--- src/rtl/fsps_pkg.sv ---
// fsps_pkg: shared types, constants and helpers of the scheduler tick unit
// used by five_state_process_scheduler_tick_unit; depends on nothing
`default_nettype none

package fsps_pkg;

  localparam int MAX_PROCS = 16;
  localparam int TIME_W    = 16;
  localparam int ID_W      = 5;
  localparam int IDX_W     = 4;
  localparam int LEN_W     = 5;
  localparam int PRIO_W    = 8;
  localparam int BURST_W   = 8;
  localparam int MODE_W    = 2;
  localparam int CFG_AW    = 1;

  localparam logic [LEN_W-1:0] LIST_FULL = LEN_W'(MAX_PROCS);

  localparam logic [MODE_W-1:0] MODE_FCFS = 2'd0;
  localparam logic [MODE_W-1:0] MODE_PRIO = 2'd1;
  localparam logic [MODE_W-1:0] MODE_RR   = 2'd2;

  localparam logic OP_LOAD = 1'b0;
  localparam logic OP_TICK = 1'b1;

  localparam logic [CFG_AW-1:0] REG_MODE    = 1'b0;
  localparam logic [CFG_AW-1:0] REG_QUANTUM = 1'b1;

  localparam logic [TIME_W-1:0] QUANTUM_RST = TIME_W'(4);

  typedef struct packed {
    logic [ID_W-1:0]   id;
    logic [TIME_W-1:0] tm;
  } slot_t;

  typedef slot_t [MAX_PROCS-1:0] list_t;

  typedef struct packed {
    logic [PRIO_W-1:0]  prio;
    logic [BURST_W-1:0] bursts;
    logic [TIME_W-1:0]  burst_len;
    logic [TIME_W-1:0]  block_len;
  } entry_t;

  typedef struct packed {
    logic [TIME_W-1:0] rdy;
    logic [TIME_W-1:0] run;
    logic [TIME_W-1:0] blk;
  } totals_t;

  function automatic logic [TIME_W-1:0] sat_inc(input logic [TIME_W-1:0] v);
    return (v != '1) ? v + TIME_W'(1) : v;
  endfunction

  function automatic logic [TIME_W-1:0] sat_dec(input logic [TIME_W-1:0] v);
    return (v != '0) ? v - TIME_W'(1) : v;
  endfunction

  function automatic logic [IDX_W-1:0] idx_of(input logic [ID_W-1:0] id);
    logic [ID_W-1:0] t;
    t = id - ID_W'(1);
    return t[IDX_W-1:0];
  endfunction

  // drop entry k and close the gap
  function automatic list_t list_remove(input list_t l, input logic [IDX_W-1:0] k);
    list_t r;
    r = l;
    for (int i = 0; i < MAX_PROCS - 1; i++) begin
      if (IDX_W'(i) >= k) r[i] = l[i+1];
    end
    return r;
  endfunction

endpackage

`default_nettype wire

--- src/rtl/five_state_process_scheduler_tick_unit.sv ---
// scheduler tick unit: a load is written straight from idle; a tick walks the blocked list,
// the new list, the running process and the ready queue through the process table and
// totals memories, each entry read and then written; in priority mode the ready queue is
// also scanned at dispatch; one item at a time, the next item is accepted once the result
// is in the output register
// reset (async, active low) empties all lists, clears the cpu and the counters, quantum = 4
// table and totals memories are not cleared; each entry is written by its load
`default_nettype none

module five_state_process_scheduler_tick_unit (
  input  wire logic                        clk_i,
  input  wire logic                        rst_ni,
  input  wire logic                        cfg_we_i,
  input  wire logic [fsps_pkg::CFG_AW-1:0] cfg_addr_i,
  input  wire logic [fsps_pkg::TIME_W-1:0] cfg_wdata_i,
  input  wire logic                        in_valid_i,
  output logic                             in_stall_o,
  input  wire logic                        op_i,
  input  wire logic [fsps_pkg::ID_W-1:0]   proc_id_i,
  input  wire logic [fsps_pkg::PRIO_W-1:0] prio_level_i,
  input  wire logic [fsps_pkg::BURST_W-1:0] burst_count_i,
  input  wire logic [fsps_pkg::TIME_W-1:0] burst_len_i,
  input  wire logic [fsps_pkg::TIME_W-1:0] block_len_i,
  input  wire logic [fsps_pkg::TIME_W-1:0] arrival_delay_i,
  output logic                             out_valid_o,
  input  wire logic                        out_stall_i,
  output logic [fsps_pkg::TIME_W-1:0]      tick_index_o,
  output logic                             running_valid_o,
  output logic [fsps_pkg::ID_W-1:0]        running_id_o,
  output logic [fsps_pkg::LEN_W-1:0]       ready_count_o,
  output logic                             exit_valid_o,
  output logic [fsps_pkg::ID_W-1:0]        exit_id_o,
  output logic [fsps_pkg::TIME_W-1:0]      departure_tick_o,
  output logic [fsps_pkg::TIME_W-1:0]      ready_total_o,
  output logic [fsps_pkg::TIME_W-1:0]      run_total_o,
  output logic [fsps_pkg::TIME_W-1:0]      blocked_total_o,
  output logic [fsps_pkg::TIME_W-1:0]      turnaround_o
);
  import fsps_pkg::*;

  localparam logic [3:0] S_IDLE    = 4'd0;
  localparam logic [3:0] S_BLK_RD  = 4'd1;
  localparam logic [3:0] S_BLK_WR  = 4'd2;
  localparam logic [3:0] S_NEW_RD  = 4'd3;
  localparam logic [3:0] S_NEW_WR  = 4'd4;
  localparam logic [3:0] S_RUN_RD  = 4'd5;
  localparam logic [3:0] S_RUN_WR  = 4'd6;
  localparam logic [3:0] S_DSP     = 4'd7;
  localparam logic [3:0] S_PRI_RD  = 4'd8;
  localparam logic [3:0] S_PRI_CMP = 4'd9;
  localparam logic [3:0] S_PRI_SEL = 4'd10;
  localparam logic [3:0] S_RDY_RD  = 4'd11;
  localparam logic [3:0] S_RDY_WR  = 4'd12;
  localparam logic [3:0] S_OUT     = 4'd13;

  logic [3:0]         state_q, state_d;
  logic [MODE_W-1:0]  mode_q, mode_d;
  logic [TIME_W-1:0]  quantum_q, quantum_d;
  list_t              new_q, new_d, blk_q, blk_d, rdy_q, rdy_d;
  logic [LEN_W-1:0]   nlen_q, nlen_d, blen_q, blen_d, rlen_q, rlen_d;
  logic [ID_W-1:0]    holder_q, holder_d;
  logic [TIME_W-1:0]  burst_q, burst_d;
  logic [TIME_W-1:0]  qleft_q, qleft_d;
  logic [TIME_W-1:0]  tick_q, tick_d;
  logic [LEN_W-1:0]   k_q, k_d, keep_q, keep_d;
  logic [ID_W-1:0]    exit_q, exit_d;
  logic [IDX_W-1:0]   best_q, best_d;
  logic [PRIO_W-1:0]  best_prio_q, best_prio_d;
  logic [TIME_W-1:0]  best_blen_q, best_blen_d;

  logic               out_valid_q, out_valid_d;
  logic [TIME_W-1:0]  o_tick_q, o_tick_d, o_rdy_q, o_rdy_d, o_run_q, o_run_d;
  logic [TIME_W-1:0]  o_blk_q, o_blk_d, o_turn_q, o_turn_d;
  logic [ID_W-1:0]    o_run_id_q, o_run_id_d, o_exit_q, o_exit_d;
  logic [LEN_W-1:0]   o_rcnt_q, o_rcnt_d;

  // process table and totals, one shared address port
  entry_t             tbl_mem [MAX_PROCS];
  totals_t            tot_mem [MAX_PROCS];
  entry_t             tbl_rd_q, tbl_wdata;
  totals_t            tot_rd_q, tot_wdata;
  logic [IDX_W-1:0]   mem_addr;
  logic               mem_re, tbl_we, tot_we;

  always_ff @(posedge clk_i) begin
    if (tbl_we) tbl_mem[mem_addr] <= tbl_wdata;
    if (tot_we) tot_mem[mem_addr] <= tot_wdata;
    if (mem_re) begin
      tbl_rd_q <= tbl_mem[mem_addr];
      tot_rd_q <= tot_mem[mem_addr];
    end
  end

  logic rr, by_prio;
  assign rr      = (mode_q == MODE_RR);
  assign by_prio = (mode_q == MODE_PRIO);

  assign in_stall_o = (state_q != S_IDLE);

  always_comb begin
    slot_t             s, old;
    logic [TIME_W-1:0] t;
    logic [BURST_W-1:0] bl;
    logic [LEN_W-1:0]  last;
    logic [TIME_W+1:0] sum;
    entry_t            e;

    state_d = state_q;  mode_d = mode_q;  quantum_d = quantum_q;
    new_d = new_q;  blk_d = blk_q;  rdy_d = rdy_q;
    nlen_d = nlen_q;  blen_d = blen_q;  rlen_d = rlen_q;
    holder_d = holder_q;  burst_d = burst_q;  qleft_d = qleft_q;  tick_d = tick_q;
    k_d = k_q;  keep_d = keep_q;  exit_d = exit_q;
    best_d = best_q;  best_prio_d = best_prio_q;  best_blen_d = best_blen_q;
    out_valid_d = out_valid_q;
    o_tick_d = o_tick_q;  o_rdy_d = o_rdy_q;  o_run_d = o_run_q;  o_blk_d = o_blk_q;
    o_turn_d = o_turn_q;  o_run_id_d = o_run_id_q;  o_exit_d = o_exit_q;
    o_rcnt_d = o_rcnt_q;
    mem_addr = '0;  mem_re = 1'b0;  tbl_we = 1'b0;  tot_we = 1'b0;
    tbl_wdata = tbl_rd_q;  tot_wdata = tot_rd_q;
    s = '0;  old = '0;  t = '0;  bl = '0;  last = '0;  sum = '0;  e = '0;

    if (out_valid_q && !out_stall_i) out_valid_d = 1'b0;

    unique case (state_q)
      S_IDLE: begin
        if (in_valid_i) begin
          if (op_i == OP_LOAD) begin
            if (proc_id_i != '0 && proc_id_i <= ID_W'(MAX_PROCS)) begin
              mem_addr  = idx_of(proc_id_i);
              tbl_we    = 1'b1;
              tot_we    = 1'b1;
              tbl_wdata = '{prio: prio_level_i, bursts: burst_count_i,
                            burst_len: burst_len_i, block_len: block_len_i};
              tot_wdata = '0;
              if (burst_count_i != '0 && nlen_q < LIST_FULL) begin
                new_d[nlen_q[IDX_W-1:0]] = '{id: proc_id_i, tm: arrival_delay_i};
                nlen_d = nlen_q + LEN_W'(1);
              end
            end
          end else begin
            // quantum check ahead of the tick
            if (rr && holder_q != '0 && qleft_q == '0) begin
              if (rlen_q != '0) begin
                old      = '{id: holder_q, tm: burst_q};
                holder_d = rdy_q[0].id;
                burst_d  = rdy_q[0].tm;
                rdy_d    = list_remove(rdy_q, '0);
                last     = rlen_q - LEN_W'(1);
                rdy_d[last[IDX_W-1:0]] = old;
              end
              qleft_d = quantum_q;
            end
            k_d = '0;  keep_d = '0;  exit_d = '0;
            state_d = S_BLK_RD;
          end
        end
      end
      S_BLK_RD: begin
        if (k_q < blen_q) begin
          mem_addr = idx_of(blk_q[k_q[IDX_W-1:0]].id);
          mem_re   = 1'b1;
          state_d  = S_BLK_WR;
        end else begin
          blen_d = keep_q;  k_d = '0;  keep_d = '0;
          state_d = S_NEW_RD;
        end
      end
      S_BLK_WR: begin
        s = blk_q[k_q[IDX_W-1:0]];
        mem_addr = idx_of(s.id);
        tot_we = 1'b1;
        tot_wdata.blk = sat_inc(tot_rd_q.blk);
        t = sat_dec(s.tm);
        if (t == '0) begin
          if (rlen_q < LIST_FULL) begin
            rdy_d[rlen_q[IDX_W-1:0]] = '{id: s.id, tm: tbl_rd_q.burst_len};
            rlen_d = rlen_q + LEN_W'(1);
          end
        end else begin
          blk_d[keep_q[IDX_W-1:0]] = '{id: s.id, tm: t};
          keep_d = keep_q + LEN_W'(1);
        end
        k_d = k_q + LEN_W'(1);
        state_d = S_BLK_RD;
      end
      S_NEW_RD: begin
        if (k_q < nlen_q) begin
          mem_addr = idx_of(new_q[k_q[IDX_W-1:0]].id);
          mem_re   = 1'b1;
          state_d  = S_NEW_WR;
        end else begin
          nlen_d = keep_q;
          state_d = S_RUN_RD;
        end
      end
      S_NEW_WR: begin
        s = new_q[k_q[IDX_W-1:0]];
        if (s.tm == '0) begin
          if (rlen_q < LIST_FULL) begin
            rdy_d[rlen_q[IDX_W-1:0]] = '{id: s.id, tm: tbl_rd_q.burst_len};
            rlen_d = rlen_q + LEN_W'(1);
          end
        end else begin
          new_d[keep_q[IDX_W-1:0]] = '{id: s.id, tm: s.tm - TIME_W'(1)};
          keep_d = keep_q + LEN_W'(1);
        end
        k_d = k_q + LEN_W'(1);
        state_d = S_NEW_RD;
      end
      S_RUN_RD: begin
        if (holder_q != '0) begin
          mem_addr = idx_of(holder_q);
          mem_re   = 1'b1;
          state_d  = S_RUN_WR;
        end else begin
          state_d = S_DSP;
        end
      end
      S_RUN_WR: begin
        mem_addr = idx_of(holder_q);
        tot_we = 1'b1;
        tot_wdata.run = sat_inc(tot_rd_q.run);
        t = sat_dec(burst_q);
        burst_d = t;
        if (t == '0) begin
          holder_d = '0;
          bl = (tbl_rd_q.bursts != '0) ? tbl_rd_q.bursts - BURST_W'(1) : '0;
          e = tbl_rd_q;
          e.bursts = bl;
          tbl_we = 1'b1;
          tbl_wdata = e;
          if (bl == '0) begin
            exit_d = holder_q;
          end else if (blen_q < LIST_FULL) begin
            blk_d[blen_q[IDX_W-1:0]] = '{id: holder_q, tm: tbl_rd_q.block_len};
            blen_d = blen_q + LEN_W'(1);
          end
          if (rr) qleft_d = quantum_q;
        end else if (rr) begin
          qleft_d = sat_dec(qleft_q);
        end
        state_d = S_DSP;
      end
      S_DSP: begin
        k_d = '0;
        state_d = S_RDY_RD;
        if (rr) begin
          if (holder_q == '0) begin
            if (rlen_q != '0) begin
              holder_d = rdy_q[0].id;
              burst_d  = rdy_q[0].tm;
              rdy_d    = list_remove(rdy_q, '0);
              rlen_d   = rlen_q - LEN_W'(1);
            end
            qleft_d = quantum_q;
          end else if (qleft_q == '0) begin
            if (rlen_q != '0) begin
              old      = '{id: holder_q, tm: burst_q};
              holder_d = rdy_q[0].id;
              burst_d  = rdy_q[0].tm;
              rdy_d    = list_remove(rdy_q, '0);
              last     = rlen_q - LEN_W'(1);
              rdy_d[last[IDX_W-1:0]] = old;
            end
            qleft_d = quantum_q;
          end
        end else if (holder_q == '0 && rlen_q != '0) begin
          state_d = S_PRI_RD;
        end
      end
      S_PRI_RD: begin
        mem_addr = idx_of(rdy_q[k_q[IDX_W-1:0]].id);
        mem_re   = 1'b1;
        state_d  = S_PRI_CMP;
      end
      S_PRI_CMP: begin
        // strict compare keeps the earliest entry on a tie
        if (k_q == '0 || (by_prio && tbl_rd_q.prio < best_prio_q)) begin
          best_d      = k_q[IDX_W-1:0];
          best_prio_d = tbl_rd_q.prio;
          best_blen_d = tbl_rd_q.burst_len;
        end
        k_d = k_q + LEN_W'(1);
        if (by_prio && (k_q + LEN_W'(1)) < rlen_q) state_d = S_PRI_RD;
        else state_d = S_PRI_SEL;
      end
      S_PRI_SEL: begin
        holder_d = rdy_q[best_q].id;
        burst_d  = best_blen_q;
        rdy_d    = list_remove(rdy_q, best_q);
        rlen_d   = rlen_q - LEN_W'(1);
        k_d      = '0;
        state_d  = S_RDY_RD;
      end
      S_RDY_RD: begin
        if (k_q < rlen_q) begin
          mem_addr = idx_of(rdy_q[k_q[IDX_W-1:0]].id);
          mem_re   = 1'b1;
          state_d  = S_RDY_WR;
        end else begin
          if (exit_q != '0) begin
            mem_addr = idx_of(exit_q);
            mem_re   = 1'b1;
          end
          state_d = S_OUT;
        end
      end
      S_RDY_WR: begin
        mem_addr = idx_of(rdy_q[k_q[IDX_W-1:0]].id);
        tot_we = 1'b1;
        tot_wdata.rdy = sat_inc(tot_rd_q.rdy);
        k_d = k_q + LEN_W'(1);
        state_d = S_RDY_RD;
      end
      S_OUT: begin
        if (!out_valid_q || !out_stall_i) begin
          out_valid_d = 1'b1;
          o_tick_d    = tick_q;
          o_run_id_d  = holder_q;
          o_rcnt_d    = rlen_q;
          o_exit_d    = exit_q;
          if (exit_q != '0) begin
            sum = {2'b00, tot_rd_q.rdy} + {2'b00, tot_rd_q.run} + {2'b00, tot_rd_q.blk};
            o_rdy_d  = tot_rd_q.rdy;
            o_run_d  = tot_rd_q.run;
            o_blk_d  = tot_rd_q.blk;
            o_turn_d = (sum[TIME_W+1:TIME_W] != '0) ? '1 : sum[TIME_W-1:0];
          end else begin
            o_rdy_d = '0;  o_run_d = '0;  o_blk_d = '0;  o_turn_d = '0;
          end
          tick_d  = sat_inc(tick_q);
          state_d = S_IDLE;
        end
      end
      default: state_d = S_IDLE;
    endcase

    if (cfg_we_i) begin
      case (cfg_addr_i)
        REG_MODE:    mode_d = cfg_wdata_i[MODE_W-1:0];
        REG_QUANTUM: begin
          quantum_d = cfg_wdata_i;
          qleft_d   = cfg_wdata_i;
        end
        default: ;
      endcase
    end
  end

  always_ff @(posedge clk_i or negedge rst_ni) begin
    if (!rst_ni) begin
      state_q     <= S_IDLE;
      mode_q      <= MODE_FCFS;
      quantum_q   <= QUANTUM_RST;
      qleft_q     <= QUANTUM_RST;
      nlen_q      <= '0;
      blen_q      <= '0;
      rlen_q      <= '0;
      holder_q    <= '0;
      burst_q     <= '0;
      tick_q      <= '0;
      k_q         <= '0;
      keep_q      <= '0;
      exit_q      <= '0;
      out_valid_q <= 1'b0;
    end else begin
      state_q     <= state_d;
      mode_q      <= mode_d;
      quantum_q   <= quantum_d;
      qleft_q     <= qleft_d;
      nlen_q      <= nlen_d;
      blen_q      <= blen_d;
      rlen_q      <= rlen_d;
      holder_q    <= holder_d;
      burst_q     <= burst_d;
      tick_q      <= tick_d;
      k_q         <= k_d;
      keep_q      <= keep_d;
      exit_q      <= exit_d;
      out_valid_q <= out_valid_d;
    end
  end

  always_ff @(posedge clk_i) begin
    new_q       <= new_d;
    blk_q       <= blk_d;
    rdy_q       <= rdy_d;
    best_q      <= best_d;
    best_prio_q <= best_prio_d;
    best_blen_q <= best_blen_d;
    o_tick_q    <= o_tick_d;
    o_rdy_q     <= o_rdy_d;
    o_run_q     <= o_run_d;
    o_blk_q     <= o_blk_d;
    o_turn_q    <= o_turn_d;
    o_run_id_q  <= o_run_id_d;
    o_exit_q    <= o_exit_d;
    o_rcnt_q    <= o_rcnt_d;
  end

  assign out_valid_o      = out_valid_q;
  assign tick_index_o     = o_tick_q;
  assign running_valid_o  = (o_run_id_q != '0);
  assign running_id_o     = o_run_id_q;
  assign ready_count_o    = o_rcnt_q;
  assign exit_valid_o     = (o_exit_q != '0);
  assign exit_id_o        = o_exit_q;
  assign departure_tick_o = (o_exit_q != '0) ? o_tick_q : '0;
  assign ready_total_o    = o_rdy_q;
  assign run_total_o      = o_run_q;
  assign blocked_total_o  = o_blk_q;
  assign turnaround_o     = o_turn_q;

`ifndef SYNTHESIS
  a_len_bound: assert property (@(posedge clk_i) disable iff (!rst_ni)
    (rlen_q <= LIST_FULL) && (nlen_q <= LIST_FULL) && (blen_q <= LIST_FULL))
    else $error("list length beyond capacity");
  a_out_from_seq: assert property (@(posedge clk_i) disable iff (!rst_ni)
    $rose(out_valid_q) |-> $past(state_q == S_OUT))
    else $error("result raised outside the output step");
  a_walk_bound: assert property (@(posedge clk_i) disable iff (!rst_ni)
    (state_q == S_BLK_WR) |-> (k_q < blen_q) && (keep_q <= k_q))
    else $error("blocked walk out of range");
  a_tick_step: assert property (@(posedge clk_i) disable iff (!rst_ni)
    (state_q == S_OUT && state_d == S_IDLE) |=> (out_valid_q && o_tick_q == $past(tick_q)))
    else $error("result tick does not match tick counter");
`endif

endmodule

`default_nettype wire
--- config.mk ---
export PLATFORM = sky130hd
export DESIGN_NAME = five_state_process_scheduler_tick_unit
export DESIGN_NICKNAME = d
export VERILOG_FILES = /design/src/rtl/fsps_pkg.sv /design/src/rtl/five_state_process_scheduler_tick_unit.sv
export SDC_FILE = /design/constraint.sdc
export NUM_CORES = 2
export LEC_CHECK = 0
export BUFFER_PORTS_ARGS = -buffer_cell sky130_fd_sc_hd__buf_2
export CAP_MARGIN = 20
export CORE_MARGIN = 2
export CORE_UTILIZATION = 26
export DETAILED_ROUTE_END_ITERATION = 10
export PLACE_DENSITY = 0.47
export SYNTH_ARGS = -nofsm -noshare
export SYNTH_HDL_FRONTEND = slang
export SYNTH_SLANG_ARGS = --single-unit
export TNS_END_PERCENT = 30
--- constraint.sdc ---
create_clock -name clk_i -period 14.5 [get_ports clk_i]
set_input_delay 2.175 -clock clk_i [delete_from_list [all_inputs] [get_ports clk_i]]
set_output_delay 2.175 -clock clk_i [all_outputs]
set_load 0.1 [all_outputs]
==> qor.csv <==
stage;metric;value;unit
status;outcome;complete, no violations;
worst_hold_path;worst min path class;reg -> reg;
timing;worst slew pin tran;1200;ps
layout;Area Overhead vs Synth;15.7;%
critical_path;CP required;15130;ps
logic_synthesis;post-synthesis sequential area ratio;0.642;
detailed_routing;vias per cell;5.20;
clock_tree;H-Tree Depth;5;
layout;Nets;9756;
detailed_routing;final wirelength;447000;µm
detailed_routing;DR vias;86300;
clock_tree;clock latency on the worst-skew pair;1000;ps
worst_hold_path;hold path start;tick_q[14]$_DFFE_PN0P_;
timing;Slew Limit Fails;0;
timing;Period minus WS final;8210;ps
timing;Max-slew headroom;0.200;
timing;Setup Viol. Count Final;0;
critical_path;Crit. End Element;flip-flop;
timing;Final period util;0.566;
logic_synthesis;largest family of logic cells by synthesized area;multiplexers;
layout;most frequent cells in the layout;2,763 x edfxtp_1, 1,690 x mux2i_1, 862 x nand2_1;
clock_tree;post-CTS sizing;0;
logic_synthesis;cells after synthesis;9476;
logic_synthesis;Compound-Gate Fraction of Synth Area;0.0955;
pwr;P_int;24.6;mW
pwr;clock power share;0.202;
layout;share of post-route cells with drive strength above 1;0.148;
logic_synthesis;Post-Syn Area;133000;µm²
pwr;sw power;17.5;mW
pwr;Leak;54.0;nW
layout;Final Instance Area;154000;µm²
layout;most common cell after layout, fill and taps aside;edfxtp_1;
placed_design;routability cong.;0.824;
grt;GRT Overall Usage;0.165;
placed_design;I/O Buffers;206;
detailed_routing;drt first-iter violations;9761;
critical_path;reg-to-reg setup timing slack;6290;ps
grt;first-pass GRT wire length;635000;µm
pwr;sequential share of power;0.307;
pwr;Switching Share;0.416;
logic_synthesis;Synth Area in XOR/XNOR;0.00596;
placed_design;placed cell areas;143000;µm²
clock_tree;CTS root buf;clkbuf_16;
logic_synthesis;flops & latches, synth;2869;
logic_synthesis;number of synthesized flops with an enable pin;2763;
layout;Fillers;51000;
clock_tree;hold buffer count at CTS;0;
pwr;Comb pwr share;0.491;
floorplanning;chip height;720;µm
critical_path;Worst Path Max Fanout;135;
grt;total congestion overflow;0;
floorplanning;core footprint;512000;µm²
detailed_routing;Residual DRC;0;
floorplanning;I/O Pins;207;
clock_tree;Worst-path clk slew;60;ps
critical_path;WP data arrival;8850;ps
logic_synthesis;mux share of post-synthesis cell area;0.166;
pwr;P per Cell Area;273;nW/µm²
logic_synthesis;Netlist cell types;97;
timing;Hold Fails Final Rpt;0;
job;MaxCap Viol Count;0;
placed_design;detailed placement HPWL;261000;µm
timing;Max Clk Rate;122;MHz
logic_synthesis;Avg Inst Size Synth;14.1;µm²
logic_synthesis;Adder-Cell Fraction of Synth Area;0.00977;
floorplanning;die width;720;µm
critical_path;Reg-to-Reg End;tbl_rd_q[38]$_DFFE_PP_;
clock_tree;postcts setup bufs;0;
logic_synthesis;Post-synth top flop;edfxtp_1;
detailed_routing;Pre-Repair DR Iteration Count;8;
clock_tree;Num CTS Buffers;333;
floorplanning;Starting Density;0.261;
clock_tree;CTS Buffer Depth;4;
timing;clock skew;94.0;ps
floorplanning;die area;519000;µm²
logic_synthesis;yosys warns;0;
pwr;Max VDD drop;0.000497;V
grt;largest net degree at the start of global routing;136;
timing;setup TNS;0;ps
logic_synthesis;Post-synth ARST share;0.0369;
critical_path;kind of critical path;reg -> reg;
grt;number of global-route vias before repair;86100;
worst_hold_path;worst hold path depth;0;
critical_path;startpoint types;flip-flop;
logic_synthesis;Synth Area in Simple Gates;0.0522;
logic_synthesis;syn nets;9662;
layout;Final Util;0.302;
clock_tree;CTS tree;built;
clock_tree;CTS sink cnt;2869;
detailed_routing;WL/cell;26.9;µm
timing;RSZ-0062 raised after global routing;no;
critical_path;worst r2r src;k_q[1]$_DFFE_PN0P_;
critical_path;Worst R2R Path Depth;16;
worst_hold_path;Hold EP;tick_index_o[14]$_DFFE_PP_;
detailed_routing;Post-DRT Antenna Nets;0;
floorplanning;Row Count;263;
grt;antenna violations before repair;32;
synth_stat cells (all sizes together), types with 22 or more instances:
cell type	count	area, µm²
nand3	122	623
dfrtp	104	2600
mux4	230	5180
o22ai	589	3680
xor2	38	333
a222oi	63	631
a21o	39	294
a22o	22	193
nor2	253	957
a221o	57	571
inv	97	364
nand2b	22	138
nand2	868	3260
edfxtp	2763	83000
nor2b	71	444
a22oi	224	1690
nor3	62	320
nand4	24	150
xnor2	52	463
and3	41	257
mux2i	1690	16900
nor4	26	190
ha	77	963
o21ai	595	2990
clkbuf	626	2350
buf	193	1100
a21oi	239	1230
registers in the layout, indices dropped and copies added, names as in the netlist, 8 cells and up:
| register | flops |
|---|---|
| qleft_q | 16 |
| tbl_rd_q | 48 |
| rdy_q | 336 |
| blocked_total_o | 16 |
| tick_q | 16 |
| ready_total_o | 16 |
| quantum_q | 16 |
| new_q | 336 |
| blk_q | 336 |
| best_blen_q | 16 |
| tot_rd_q | 48 |
| tot_mem | 768 |
| tick_index_o | 16 |
| turnaround_o | 16 |
| burst_q | 16 |
| best_prio_q | 8 |
| tbl_mem | 768 |
| run_total_o | 16 |
cell type report:
type / instances / area [µm²] / area share
Tap cell: 6757 / 8450 / 0.0548
Clock inverter: 193 / 2070 / 0.0134
Timing Repair Buffer: 578 / 4220 / 0.0273
Clock buffer: 408 / 8810 / 0.0571
Sequential cell: 2869 / 85600 / 0.555
Antenna cell: 16 / 40.0 / 0.000259
Multi-Input combinational cell: 5689 / 44800 / 0.290
Inverter: 99 / 377 / 0.00244
per-stage QoR:
stage | power [mW] | hold WS, ps | setup WS (ps) | cells
2_1_floorplan | 27.3 | 423 | 7310 | 9476
3_3_place_gp | 33.3 | 442 | 5740 | 16000
3_5_place_dp | 33.7 | 445 | 5600 | 16000
4_1_cts | 42.3 | 474 | 6340 | 16600
5_1_grt | 44.3 | 491 | 5950 | 16600
6_report | 42.2 | 474 | 6290 | 16600
cells by family (layout without fill, tap and decap cells):
logic type / after synthesis / after routing
buffers and inverters: 918 / 1278
other: 0 / 16
adders and majority gates: 94 / 94
xor gates and xnor gates: 90 / 90
and+or+nand+nor: 1572 / 1572
DFF: 2869 / 2869
muxes: 1931 / 1931
AOI/OAI and AO/OA: 2002 / 2002
critical path, stage by stage (launching register included):
cell and delay, ps:
dfrtp_4 840, buf_4 700, buf_4 820, mux4_2 450, nand2_1 110, nand3_1 240, o21ai_2 380, ha_1 350
a21oi_1 250, a2111o_2 360, buf_4 800, buf_4 840, buf_12 750, mux2i_1 280, mux2i_1 110, mux2i_1 170
mux2i_1 100
power groups by stage:
stage / Clock [mW] / Combinational (mW) / Sequential [mW]
floorplan: 0 / 14.6 / 12.7
global placement: 0 / 20.2 / 13.1
detailed placement: 0 / 20.6 / 13.1
CTS: 8.69 / 20.7 / 13.0
global route: 9.01 / 22.2 / 13.1
finish: 8.51 / 20.7 / 13.0
worst max-delay path by stage:
stage | start | endpoint | slack [ps] | cells after the start
3_3_place_gp | proc_id_i[0] | tot_mem[2][1]$_DFFE_PP_ | 5740 | 14
2_1_floorplan | k_q[0]$_DFFE_PN0P_ | tot_mem[5][0]$_DFFE_PP_ | 7310 | 22
4_1_cts | k_q[0]$_DFFE_PN0P_ | tot_mem[2][5]$_DFFE_PP_ | 6340 | 14
5_1_grt | k_q[1]$_DFFE_PN0P_ | tbl_rd_q[38]$_DFFE_PP_ | 5950 | 16
3_5_place_dp | proc_id_i[0] | tot_mem[2][1]$_DFFE_PP_ | 5600 | 14
6_report | k_q[1]$_DFFE_PN0P_ | tbl_rd_q[38]$_DFFE_PP_ | 6290 | 16
metal layers:
metal	routed length, µm	part of all wire	up-vias	track usage
met5	40	0.000089	-	0
met4	12900	0.029	6	0.0491
met3	32900	0.074	740	0.0308
met2	207000	0.46	3762	0.267
met1	194000	0.43	44400	0.225
li1	-	-	37400	-
Power figures use the tool's default switching activity.
